`src/design/csfd_pkg.sv`:
```
// csfd_pkg: shared types, codes and reset constants for the composite-sync
// frame detector. No dependencies.
`default_nettype none

package csfd_pkg;

  localparam int unsigned PulseW   = 16;
  localparam int unsigned CountW   = 8;
  localparam int unsigned MsW      = 16;
  localparam int unsigned ModeW    = 2;
  localparam int unsigned CfgAddrW = 2;
  localparam int unsigned CfgDataW = 16;

  localparam logic [PulseW-1:0] ShortPulseMaxRst = 16'd288;
  localparam logic [CountW-1:0] MinEqualizingRst = 8'd8;
  localparam logic [MsW-1:0]    TimeoutMsRst     = 16'd5000;

  typedef enum logic [1:0] {
    REQ_START = 2'd0,
    REQ_PULSE = 2'd1,
    REQ_TICK  = 2'd2
  } req_e;

  typedef enum logic [1:0] {
    PH_IDLE    = 2'd0,
    PH_SEARCH  = 2'd1,
    PH_FOUND   = 2'd2,
    PH_TIMEOUT = 2'd3
  } phase_e;

  typedef enum logic [ModeW-1:0] {
    MODE_TWO_VSYNC  = 2'd0,
    MODE_ONE_VSYNC  = 2'd1,
    MODE_VSYNC_ONLY = 2'd2
  } mode_e;

  typedef enum logic [CfgAddrW-1:0] {
    CFG_SHORT_PULSE_MAX = 2'd0,
    CFG_MIN_EQUALIZING  = 2'd1,
    CFG_LIMIT_MS        = 2'd2,
    CFG_SEARCH_MODE     = 2'd3
  } cfg_idx_e;

  typedef struct packed {
    logic [PulseW-1:0] short_pulse_max;
    logic [CountW-1:0] min_equalizing;
    logic [MsW-1:0]    limit_ms;
    logic [ModeW-1:0]  search_mode;
  } cfg_t;

endpackage

`default_nettype wire

```
`src/design/composite_sync_frame_detector_unit.sv`:
```
// composite_sync_frame_detector_unit: top level with input and result word
// registers around csfd_engine, plus csfd_cfg_regs. Depends on csfd_pkg.
//
// Channel   Dir  Handshake                   Payload
// s_axis    in   s_axis_tvalid/tready        tdata[15:0] pulse_width, tuser[1:0] req_type
// m_axis    out  m_axis_tvalid/tready        tdata[1:0] status, tdata[7:2] zero
// cfg       in   cfg_valid_i/cfg_ready_o     cfg_addr_i register index, cfg_data_i value
//
// One word accepted per cycle while s_axis_tready is high; each word is held in
// the input register, then its status word goes to the result word register.
// Throughput is set by the input register feeding the engine.
// Reset clears search state and loads register defaults; no clearing pass.
// A stalled m_axis holds the result word; the input register still takes one
// more word before s_axis_tready drops.
`default_nettype none

module composite_sync_frame_detector_unit (
  input  wire logic                          clk_i,
  input  wire logic                          rst_ni,
  input  wire logic                          s_axis_tvalid,
  output      logic                          s_axis_tready,
  input  wire logic [15:0]                   s_axis_tdata,  // [15:0] pulse_width
  input  wire logic [1:0]                    s_axis_tuser,  // [1:0] req_type
  output      logic                          m_axis_tvalid,
  input  wire logic                          m_axis_tready,
  output      logic [7:0]                    m_axis_tdata,  // [1:0] status, [7:2] zero
  input  wire logic                          cfg_valid_i,
  output      logic                          cfg_ready_o,
  input  wire logic [csfd_pkg::CfgAddrW-1:0] cfg_addr_i,
  input  wire logic [csfd_pkg::CfgDataW-1:0] cfg_data_i
);
  import csfd_pkg::*;

  cfg_t              cfg;
  logic              in_valid_q;
  logic [1:0]        req_q;
  logic [PulseW-1:0] width_q;
  logic              out_valid_q;
  logic [1:0]        status_q;
  logic [1:0]        status_d;
  logic              in_load;
  logic              advance;

  assign advance       = in_valid_q && (!out_valid_q || m_axis_tready);
  assign s_axis_tready = !in_valid_q || advance;
  assign in_load       = s_axis_tvalid && s_axis_tready;

  csfd_cfg_regs u_cfg (
    .clk_i       (clk_i),
    .rst_ni      (rst_ni),
    .cfg_valid_i (cfg_valid_i),
    .cfg_ready_o (cfg_ready_o),
    .cfg_addr_i  (cfg_addr_i),
    .cfg_data_i  (cfg_data_i),
    .cfg_o       (cfg)
  );

  csfd_engine u_engine (
    .clk_i    (clk_i),
    .rst_ni   (rst_ni),
    .cfg_i    (cfg),
    .fire_i   (advance),
    .req_i    (req_q),
    .width_i  (width_q),
    .status_o (status_d)
  );

  always_ff @(posedge clk_i or negedge rst_ni) begin
    if (!rst_ni) begin
      in_valid_q  <= 1'b0;
      out_valid_q <= 1'b0;
    end else begin
      if (in_load) in_valid_q <= 1'b1;
      else if (advance) in_valid_q <= 1'b0;
      if (advance) out_valid_q <= 1'b1;
      else if (m_axis_tready) out_valid_q <= 1'b0;
    end
  end

  always_ff @(posedge clk_i) begin
    if (in_load) begin
      req_q   <= s_axis_tuser;
      width_q <= s_axis_tdata;
    end
    if (advance) status_q <= status_d;
  end

  assign m_axis_tvalid = out_valid_q;
  assign m_axis_tdata  = {6'b0, status_q};

endmodule

`default_nettype wire

```
`src/design/csfd_cfg_regs.sv`:
```
// csfd_cfg_regs: configuration register file written over the cfg channel.
// Depends on csfd_pkg.
`default_nettype none

module csfd_cfg_regs (
  input  wire logic                          clk_i,
  input  wire logic                          rst_ni,
  input  wire logic                          cfg_valid_i,
  output      logic                          cfg_ready_o,
  input  wire logic [csfd_pkg::CfgAddrW-1:0] cfg_addr_i,
  input  wire logic [csfd_pkg::CfgDataW-1:0] cfg_data_i,
  output      csfd_pkg::cfg_t                cfg_o
);
  import csfd_pkg::*;

  cfg_t cfg_q;

  assign cfg_ready_o = 1'b1;
  assign cfg_o       = cfg_q;

  always_ff @(posedge clk_i or negedge rst_ni) begin
    if (!rst_ni) begin
      cfg_q.short_pulse_max <= ShortPulseMaxRst;
      cfg_q.min_equalizing  <= MinEqualizingRst;
      cfg_q.limit_ms        <= TimeoutMsRst;
      cfg_q.search_mode     <= MODE_TWO_VSYNC;
    end else if (cfg_valid_i) begin
      unique case (cfg_idx_e'(cfg_addr_i))
        CFG_SHORT_PULSE_MAX: cfg_q.short_pulse_max <= cfg_data_i[PulseW-1:0];
        CFG_MIN_EQUALIZING:  cfg_q.min_equalizing  <= cfg_data_i[CountW-1:0];
        CFG_LIMIT_MS:        cfg_q.limit_ms        <= cfg_data_i[MsW-1:0];
        CFG_SEARCH_MODE:     cfg_q.search_mode     <= cfg_data_i[ModeW-1:0];
        default: ;
      endcase
    end
  end

endmodule

`default_nettype wire

```
`src/design/csfd_engine.sv`:
```
// csfd_engine: search state (phase, stage, equalizing count, elapsed ms) and
// its next-state logic. Depends on csfd_pkg.
`default_nettype none

module csfd_engine (
  input  wire logic                        clk_i,
  input  wire logic                        rst_ni,
  input  wire csfd_pkg::cfg_t              cfg_i,
  input  wire logic                        fire_i,
  input  wire logic [1:0]                  req_i,
  input  wire logic [csfd_pkg::PulseW-1:0] width_i,
  output      logic [1:0]                  status_o
);
  import csfd_pkg::*;

  typedef enum logic [1:0] {
    ST_MARK1 = 2'd0,
    ST_MARK2 = 2'd1,
    ST_WIDE  = 2'd2
  } stage_e;

  phase_e            phase_q, phase_d;
  stage_e            stage_q, stage_d;
  logic [CountW-1:0] count_q, count_d;
  logic [MsW-1:0]    elapsed_q, elapsed_d;
  logic [MsW-1:0]    elapsed_inc;
  logic              searching;
  logic              two_vsync;

  assign searching   = (phase_q == PH_SEARCH);
  assign two_vsync   = (cfg_i.search_mode == MODE_TWO_VSYNC);
  assign elapsed_inc = (elapsed_q == '1) ? elapsed_q : elapsed_q + MsW'(1);

  always_comb begin
    phase_d   = phase_q;
    stage_d   = stage_q;
    count_d   = count_q;
    elapsed_d = elapsed_q;
    if (fire_i) begin
      unique case (req_e'(req_i))
        REQ_START: begin
          phase_d   = (cfg_i.limit_ms == '0) ? PH_TIMEOUT : PH_SEARCH;
          stage_d   = ST_MARK1;
          count_d   = '0;
          elapsed_d = '0;
        end
        REQ_PULSE: begin
          if (searching) begin
            priority if (elapsed_q >= cfg_i.limit_ms) begin
              phase_d = PH_TIMEOUT;
            end else if (width_i <= cfg_i.short_pulse_max) begin
              if (count_q != '1) count_d = count_q + CountW'(1);
            end else if (stage_q == ST_WIDE) begin
              phase_d = PH_FOUND;
            end else begin
              count_d = '0;
              if (count_q >= cfg_i.min_equalizing) begin
                priority if (stage_q == ST_MARK1 && two_vsync) begin
                  stage_d = ST_MARK2;
                end else if (two_vsync || cfg_i.search_mode == MODE_ONE_VSYNC) begin
                  stage_d = ST_WIDE;
                end else begin
                  phase_d = PH_FOUND;
                end
              end
            end
          end
        end
        REQ_TICK: begin
          if (searching) begin
            elapsed_d = elapsed_inc;
            if (elapsed_inc >= cfg_i.limit_ms) phase_d = PH_TIMEOUT;
          end
        end
        default: ;
      endcase
    end
  end

  assign status_o = phase_d;

  always_ff @(posedge clk_i or negedge rst_ni) begin
    if (!rst_ni) begin
      phase_q   <= PH_IDLE;
      stage_q   <= ST_MARK1;
      count_q   <= '0;
      elapsed_q <= '0;
    end else begin
      phase_q   <= phase_d;
      stage_q   <= stage_d;
      count_q   <= count_d;
      elapsed_q <= elapsed_d;
    end
  end

  a_idle_holds: assert property (@(posedge clk_i) disable iff (!rst_ni)
    !fire_i |=> $stable(phase_q) && $stable(count_q) && $stable(elapsed_q))
    else $error("search state moved without an item");

  a_start_clears: assert property (@(posedge clk_i) disable iff (!rst_ni)
    fire_i && req_i == REQ_START |=> count_q == '0 && elapsed_q == '0
                                     && stage_q == ST_MARK1 && phase_q != PH_IDLE)
    else $error("start did not reset the search");

  a_done_sticky: assert property (@(posedge clk_i) disable iff (!rst_ni)
    phase_q != PH_SEARCH && !(fire_i && req_i == REQ_START) |=> $stable(phase_q))
    else $error("phase left a final state without a start");

  a_elapsed_only_searching: assert property (@(posedge clk_i) disable iff (!rst_ni)
    phase_q != PH_SEARCH && !(fire_i && req_i == REQ_START) |=> $stable(elapsed_q))
    else $error("elapsed counter moved outside a search");

endmodule

`default_nettype wire
```
`config.mk`:
```
export PLATFORM = sky130hd
export DESIGN_NAME = composite_sync_frame_detector_unit
export DESIGN_NICKNAME = d
export VERILOG_FILES = /design/src/design/csfd_pkg.sv /design/src/design/composite_sync_frame_detector_unit.sv /design/src/design/csfd_cfg_regs.sv /design/src/design/csfd_engine.sv
export SDC_FILE = /design/constraint.sdc
export NUM_CORES = 1
export LEC_CHECK = 0
export BUFFER_PORTS_ARGS = -buffer_cell sky130_fd_sc_hd__clkbuf_2
export CORE_AREA = 2 2 101 103
export DETAILED_ROUTE_END_ITERATION = 6
export DIE_AREA = 0 0 103 105
export GPL_TIMING_DRIVEN = 0
export HOLD_SLACK_MARGIN = 0.05
export PLACE_DENSITY_LB_ADDON = 0.08
export RECOVER_POWER = 25
export SLEW_MARGIN = 20
export SYNTH_ARGS = -nofsm -noshare
export SYNTH_HDL_FRONTEND = slang
export SYNTH_HIERARCHICAL = 1
export SYNTH_SLANG_ARGS = --single-unit
```
`constraint.sdc`:
```
create_clock -name clk_i -period 3.59 [get_ports clk_i]
set_input_delay 0.718 -clock clk_i [delete_from_list [all_inputs] [get_ports clk_i]]
set_output_delay 0.718 -clock clk_i [all_outputs]
set_load 0.02 [all_outputs]
```
==> results of run 1 <==
[where the power goes]
group | total, uW | internal (uW) | leakage, uW | switching [uW]
clock network | 757 | 393 | 0.000107 | 364
registers | 1290 | 1210 | 0.00107 | 83.3
logic | 628 | 279 | 0.00177 | 349
total | 2680 | 1880 | 0.00294 | 797
[cells in the final DEF (no fill, tap or decap), drive strengths merged, types with 3 or more instances in the layout]
cell	instances
a22o	11
o31ai	5
dfstp	8
o22ai	7
edfxtp	20
nor2	13
nor2b	9
a21oi	17
xor2	4
nand3	16
conb	7
nand4	13
xnor2	7
nor4	8
nand2	30
buf	17
and3	9
o21ai	26
nand3b	3
clkbuf	59
inv	47
a211oi	7
and2	7
ha	58
nand2b	9
dfrtp	64
nor3	11
a21o	9
mux2	45
a31oi	9
[worst paths after layout]
check,to,cells past startpoint
hold reg to reg,m_axis_tvalid$_DFFE_PN0P_,1
setup reg to reg,status_q[1]$_DFFE_PP_,15
setup / recovery,status_q[1]$_DFFE_PP_,15
min in group asynchronous,u_engine/elapsed_q[0]$_DFFE_PN0P_,1
max in group asynchronous,u_cfg/cfg_o[18]$_DFFE_PN0P_,2
hold / removal,m_axis_tvalid$_DFFE_PN0P_,1
[sequential cells by signal, summed over array words and instances (netlist names)]
| signal | count |
|---|---|
| u_engine/stage_q | 2 |
| in_valid_q | 1 |
| width_q | 16 |
| u_engine/count_q | 8 |
| req_q | 2 |
| u_engine/elapsed_q | 16 |
| u_engine/phase_q | 2 |
| u_cfg/cfg_o | 42 |
| status_q | 2 |
| m_axis_tvalid | 1 |
[stage by stage]
step | hold WS (ns) | setup WS, ns | power, uW | instance area (um2)
after floorplan | 0.422 | 0.372 | 1740 | 5550
after global placement | 0.490 | -0.0906 | 1900 | 5930
after detailed placement | 0.496 | -0.123 | 1940 | 5960
after CTS | 0.273 | 0.00148 | 2700 | 6190
after global routing | 0.500 | 0.0220 | 2840 | 6200
final | 0.476 | 0.161 | 2680 | 6200
[worst max-delay path, cell delays in order, from the launching register on]
cell and delay (ns):
dfrtp_1 0.37, buf_4 0.16, and4_4 0.25, nand3_2 0.12, or3_1 0.31, buf_2 0.17
and2_4 0.17, buf_6 0.12, nand3_1 0.12, xnor2_1 0.14, ha_1 0.26, a21o_1 0.20
a2111oi_4 0.35, o21ai_2 0.11, a211oi_2 0.18, a31oi_1 0.14
[final cells by class]
type	count	share of cell area, %
Clock buffer	10	2.06
Timing Repair Buffer	46	3.73
Clock inverter	6	1.39
Tap cell	133	2.68
Inverter	46	2.78
Multi-Input combinational cell	361	46.2
Sequential cell	92	39.0
Buffer	20	2.22
[kinds of logic after synthesis]
| group | after synthesis |
|---|---|
| AOI/OAI and AO/OA | 106 |
| other | 2 |
| muxes | 45 |
| xor gates and xnor gates | 11 |
| buffers and inverters | 66 |
| DFF | 92 |
| adders and majority gates | 58 |
| and+or+nand+nor | 134 |
[timing repair]
| item | 4_1_cts | 5_1_grt |
|---|---|---|
| pin swaps | 0 | 0 |
| gates cloned | 0 | 0 |
| gates resized for setup | 6 | 13 |
| buffers inserted | 0 | 1 |
| setup endpoints to repair | 2 | 2 |
[per-layer routing]
metal / part of all wire (%) / up-vias / routed length [um]
met1: 47 / 1978 / 5430
met4: 1.6 / 0 / 181
met2: 48 / 98 / 5550
met5: 0 / - / 0
li1: - / 1991 / -
met3: 4.1 / 16 / 482
==> out/metrics.csv, run 1 <==
metric;value;unit
top cell type's share of synthesized area;29.0;%
first-pass GRT wire length;19100;um
Slew headroom;15.2;%
Core Util, Final;64.4;%
vias in the first global route;3982;
antenna cells;0;
Yosys top cell by area;dfrtp_1;
Setup violations, final;0;
WS Path Type;reg -> reg;
CP startpoint kind;register;
Congestion Overflow GR;0;
critical path data required time;3.68;ns
Worst Hold Class;reg -> reg;
CTS clk-pin slew, worst paths;0.09;ns
GR Util met1;32.2;%
Tot GR Track Use;22.8;%
compound-cell area share of the yosys netlist;12.8;%
worst reg2reg setup slack;0.16;ns
Reg area;2420;um2
met2 GRT Util;35.9;%
initial antenna violation count;0;
share of layout cells above drive strength 1;25.6;%
RePlAce Congestion;0.844;
Crit. Startpoint;u_engine/elapsed_q[3]$_DFFE_PN0P_;
EDFF count, synth;20;
TNS Setup;0;ns
number of port buffers;44;
count leader, synth;dfrtp_1;
largest net degree at the start of global routing;53;
initial core utilization;57.4;%
drt via density;5.72;
CP Capture Type;register;
routed len/inst;16.3;um
standard-cell rows;36;
CTS max path bufs;2;
f_max;0.292;GHz
number of synthesized register bits;92;
Hold Vio Cnt, Final;0;
final period utilization;95.5;%
placed cell count;697;
post-synthesis cell area;5530;um2
nets;675;
P_leak;0.00294;uW
Commonest cells post-synth;64 x dfrtp_1, 58 x ha_1, 46 x inv_1, 45 x mux2_2, 30 x nand2_1;
Worst-Skew Late Latency;0.36;ns
mux cell area share after synthesis;9.16;%
Post-Synth Simple-Gate Area;13.8;%
post-route insts no fill;714;
mean cell area of the mapped netlist;10.8;um2
via count;4083;
Pre-antenna DRT Iters;4;
reg2reg start;u_engine/elapsed_q[3]$_DFFE_PN0P_;
gr busiest metal;met2;
peak supply drop;282;uV
chip width;103;um
top_reg_cell synth;dfrtp_1;
post-synthesis async set-or-reset flop share;78.3;%
Syn. warnings;6;
max cap viols;0;
post-route ant nets;0;
area of the multi-input gates;2870;um2
Fillers;838;
clock sinks;92;
top post-synthesis cells by area;dfrtp_1 29%, ha_1 13%, edfxtp_1 11%, mux2_2 9.2%, dfstp_2 3.8%;
status;finished clean;
Tmin final;3.43;ns
DP HPWL;9010;um
H-Tree Depth;3;
sequential area share after synthesis;43.6;%
CTS buffer count;9;
Core Box Area;9640;um2
DRC errors left;0;
cts hold-fix bufs;0;
unrepaired setup endpoints after global routing;no;
worst-path fanout max;7;
Slew @ Worst Pin;1.27;ns
Ports;52;
main combinational cell family by area after synthesis;simple AND/OR/NAND/NOR gates;
adder-cell share of the synthesized area;13.1;%
chip height;105;um
fin. max-slew vios;0;
synthesized instance count;514;
P&R area growth vs syn;12.2;%
die area;10800;um2
detailed-route wire length;11600;um
clock root cell;clkbuf_8;
met3 Track Usage GR;3.01;%
Power Dens Cells;432;nW/um2
Clock Skew;0.0118;ns
worst path arrival time;3.52;ns
CTS tree;yes;
post-synth cell types;58;
Initial DRC Count;157;
Synth Area in XOR/XNOR;1.74;%
hold path start;in_valid_q$_DFFE_PN0P_;
(Power assumes the default switching activity.)
==> run 2, diff against run 1 <==
ABC_AREA = 1   (was not set)
CORE_AREA = 2 2 103 105   (was 2 2 101 103)
DIE_AREA = 0 0 105 107   (was 0 0 103 105)
==> run 2 against run 1 <==
Non-clock buffer count shrank 2. Clock skew grew 0.0061 ns. Synthesized cell count grew 38%. Hold slack lost 0.0094 ns. Register-to-register slack gained 0.27 ns. Clock-buffer cell count shrank 1. Maximum frequency grew 8.6%. Via count grew 21%. Critical path depth grew 5. Area after synthesis grew 4.6%.
==> out/metrics.csv, run 2 <==
metric;value;unit;change
Crit. Startpoint;u_engine/elapsed_q[1]$_DFFE_PN0P_;;
vias in the first global route;4844;;+22%
adder-cell share of the synthesized area;12.6;%;-0.57 points
die area;11200;um2;+3.9%
EDFF count, synth;20;;unchanged
CP Depth;20;;+5
nets;869;;+29%
CP delay by family, top;simple AND/OR/NAND/NOR gates;;
Slew @ Worst Pin;1.33;ns;+0.0616 ns
commonest non-fill, non-tap cell in the layout;nand2_1;;
first-pass GRT wire length;22700;um;+19%
routed len/inst;14.4;um;-12%
worst reg2reg setup slack;0.43;ns;+0.27 ns
WS Path Type;reg -> reg;;
Core Box Area;10100;um2;+4.7%
chip width;105;um;+1.9%
clock root cell;clkbuf_8;;
Tot GR Track Use;25.4;%;+2.6 points
post-synth cell types;40;;-31%
Critical Path End;status_q[1]$_DFFE_PP_;;
Power Dens Cells;428;nW/um2;-0.73%
Initial DRC Count;380;;+140%
Ports;52;;unchanged
CP max stage delay;0.45;ns;+0.08 ns
CTS max path bufs;2;;unchanged
RePlAce Congestion;0.881;;+4.4%
f_max;0.317;GHz;+8.6%
initial antenna violation count;0;;unchanged
Congestion Overflow GR;0;;unchanged
hold path start;u_cfg/cfg_o[31]$_DFFE_PN1P_;;
Resize count post-CTS;0;;-6
CP startpoint kind;register;;
status;finished clean;;
P_leak;0.00331;uW;+13%
CTS clk-pin slew, worst paths;0.09;ns;about the same
critical path data required time;3.73;ns;+0.05 ns
initial core utilization;57.3;%;-0.070 points
Buf/Inv on CP;3;;unchanged
reg2reg start;u_engine/elapsed_q[1]$_DFFE_PN0P_;;
mean cell area of the mapped netlist;8.14;um2;-24%
internal power;1750;uW;-7.2%
max reg flops;42;;unchanged
top cell type's share of synthesized area;27.7;%;-1.3 points
worst path arrival time;3.29;ns;-0.23 ns
TNS Setup;0;ns;unchanged
clock sinks;92;;unchanged
share of layout cells above drive strength 1;13.7;%;-12 points
CTS tree;yes;;
Fillers;949;;+13%
sw power;975;uW;+22%
unrepaired setup endpoints after global routing;no;;
Post-CTS Setup Inserts;0;;unchanged
Sw Share;35.8;%;+6.1 points
cts hold-fix bufs;0;;unchanged
Worst-Skew Late Latency;0.37;ns;about the same
Tmin final;3.16;ns;-0.270 ns
antenna cells;0;;unchanged
Synth Area in XOR/XNOR;2.40;%;+0.66 points
post-synthesis cell area;5780;um2;+4.6%
DRC errors left;0;;unchanged
largest net degree at the start of global routing;50;;-5.7%
post-synthesis async set-or-reset flop share;78.3;%;unchanged
main combinational cell family by area after synthesis;simple AND/OR/NAND/NOR gates;;
Post-Synth Simple-Gate Area;27.3;%;+13 points
worst-path fanout max;5;;-2
H-Tree Depth;3;;unchanged
synthesized instance count;710;;+38%
post-route ant nets;0;;unchanged
Pre-antenna DRT Iters;5;;+1
logic gate share of total power;28.6;%;+5.2 points
number of synthesized register bits;92;;unchanged
sequential area share after synthesis;41.7;%;-1.9 points
Worst Hold Class;reg -> reg;;
number of port buffers;43;;-2.3%
most frequent cells in the layout;205 x nand2_1, 96 x inv_1, 64 x dfrtp_1;;
Post-DP Area;6220;um2;+4.2%
Hold Vio Cnt, Final;0;;unchanged
Reg area;2410;um2;-0.21%
Clock Skew;0.0179;ns;+0.00609 ns
fin. max-slew vios;0;;unchanged
top_reg_cell synth;dfrtp_1;;
Slew headroom;11.1;%;-4.1 points
area of the multi-input gates;2880;um2;+0.44%
sequential power share;48.5;%;+0.2 points
worst-case reg-to-reg path depth;20;;+5
CP cell instances;ha_1 > inv_1 > nor2_4 > nand4_4 > nor2_4 > nand4_4 > nand3_1 > xor2_1 > inv_1 > ha_1 > a21oi_1 > o21ai_0 > nand2_1 > nand2_1 > a21oi_1 > nand4_1 > nand3_1 > nand3_1 > nand2_1 > inv_1;;
part of the power in the clock network;22.9;%;-5.4 points
detailed-route wire length;13100;um;+12%
Syn. warnings;6;;unchanged
drt via density;5.41;;-5.5%
mux cell area share after synthesis;0;%;-9.2 points
via count;4924;;+21%
chip height;107;um;+1.9%
CTS buffer count;9;;unchanged
max cap viols;0;;unchanged
Setup violations, final;0;;unchanged
standard-cell rows;37;;+2.8%
CP Capture Type;register;;
Yosys top cell by area;dfrtp_1;;
DP HPWL;10500;um;+16%
peak supply drop;221;uV;-21%
compound-cell area share of the yosys netlist;7.14;%;-5.7 points
final period utilization;88.0;%;-7.5 points
top post-synthesis cells by area;dfrtp_1 28%, nand2_1 13%, ha_1 13%, edfxtp_1 10%, inv_1 6.2%;;
Worst R2R End;status_q[1]$_DFFE_PP_;;
Final Instance Area;6350;um2;+2.4%
Crit-path slowest cell;dfrtp_1;;
Commonest cells post-synth;205 x nand2_1, 96 x inv_1, 64 x dfrtp_1, 58 x ha_1, 39 x nand3_1;;
P&R area growth vs syn;9.85;%;
count leader, synth;nand2_1;;
==> run 2: changes by cell type in the layout (fill, tap and decap cells not counted), moves of 9 or more <==
cell / previous run / this run
o21ai_0: 23 / 32
a22o_1: 11 / 1
mux2_2: 45 / 0
a21oi_1: 17 / 28
inv_1: 46 / 96
nand2b_1: 9 / 0
a31oi_1: 9 / 0
xor2_1: 4 / 13
nor2_1: 13 / 33
nand2_1: 30 / 205
nand3_1: 15 / 40
nor2b_1: 9 / 0
nand4_1: 12 / 34
==> run 2: area by class of cell <==
| type | instances | share of cell area (%) |
|---|---|---|
| buffer | 20 | 2.05 |
| clock buffer | 9 | 1.95 |
| clock inverter | 7 | 0.670 |
| inverter | 100 | 5.91 |
| multi-input combinational | 503 | 45.3 |
| sequential | 92 | 38.0 |
| tap | 136 | 2.68 |
| timing repair buffer | 44 | 3.45 |
==> run 2: worst min-delay path, cell delays in order, from the launching register on <==
cell and delay (ns):
dfstp_2 0.37, nand2_1 0.05, nand2_1 0.04
==> run 2: kinds of logic after synthesis <==
group,count (synthesis)
AO/OA/AOI/OAI,76
flip-flops,92
AND/OR/NAND/NOR,347
other,2
buffers and inverters,120
XOR/XNOR,15
adder cells (fa/ha/maj),58
==> run 2: routing by layer <==
metal / GRT usage (%) / vias to the layer above / wire (um) / share of wire [%]
li1: - / 2447 / - / -
met3: 3.89 / 17 / 592 / 4.5
met1: 31.7 / 2326 / 5690 / 43
met5: 0 / - / 0 / 0
met4: 9.14 / 0 / 223 / 1.7
met2: 44.8 / 134 / 6580 / 50
==> run 2: how the worst min path moves through the flow <==
| stage | slack (ns) | cells past startpoint | endpoint |
|---|---|---|---|
| finish | 0.47 | 2 | u_cfg/cfg_o[31]$_DFFE_PN1P_ |
| global placement | 0.46 | 2 | u_cfg/cfg_o[34]$_DFFE_PN1P_ |
| detailed placement | 0.46 | 2 | u_cfg/cfg_o[31]$_DFFE_PN1P_ |
| global route | 0.49 | 2 | u_cfg/cfg_o[21]$_DFFE_PN1P_ |
| floorplan | 0.42 | 0 | in_valid_q$_DFFE_PN0P_ |
| CTS | 0.27 | 1 | u_engine/elapsed_q[12]$_DFFE_PN0P_ |
==> run 2: power groups by stage <==
stage	registers [uW]	logic (uW)	clock network, uW
2_1_floorplan	1310	572	0
4_1_cts	1320	788	645
6_report	1320	779	623
3_3_place_gp	1330	741	0
3_5_place_dp	1340	784	0
5_1_grt	1340	923	683
==> run 2: stage by stage <==
step	worst slack, ns	power [uW]	util (%)	hold slack (ns)	std cells
after floorplan	0.935	1880	-	0.422	715
after global placement	0.566	2070	61.3	0.456	894
after detailed placement	0.471	2120	61.6	0.456	895
after CTS	0.467	2750	63.2	0.274	911
after global routing	0.142	2940	62.9	0.490	911
final	0.431	2720	62.9	0.466	911
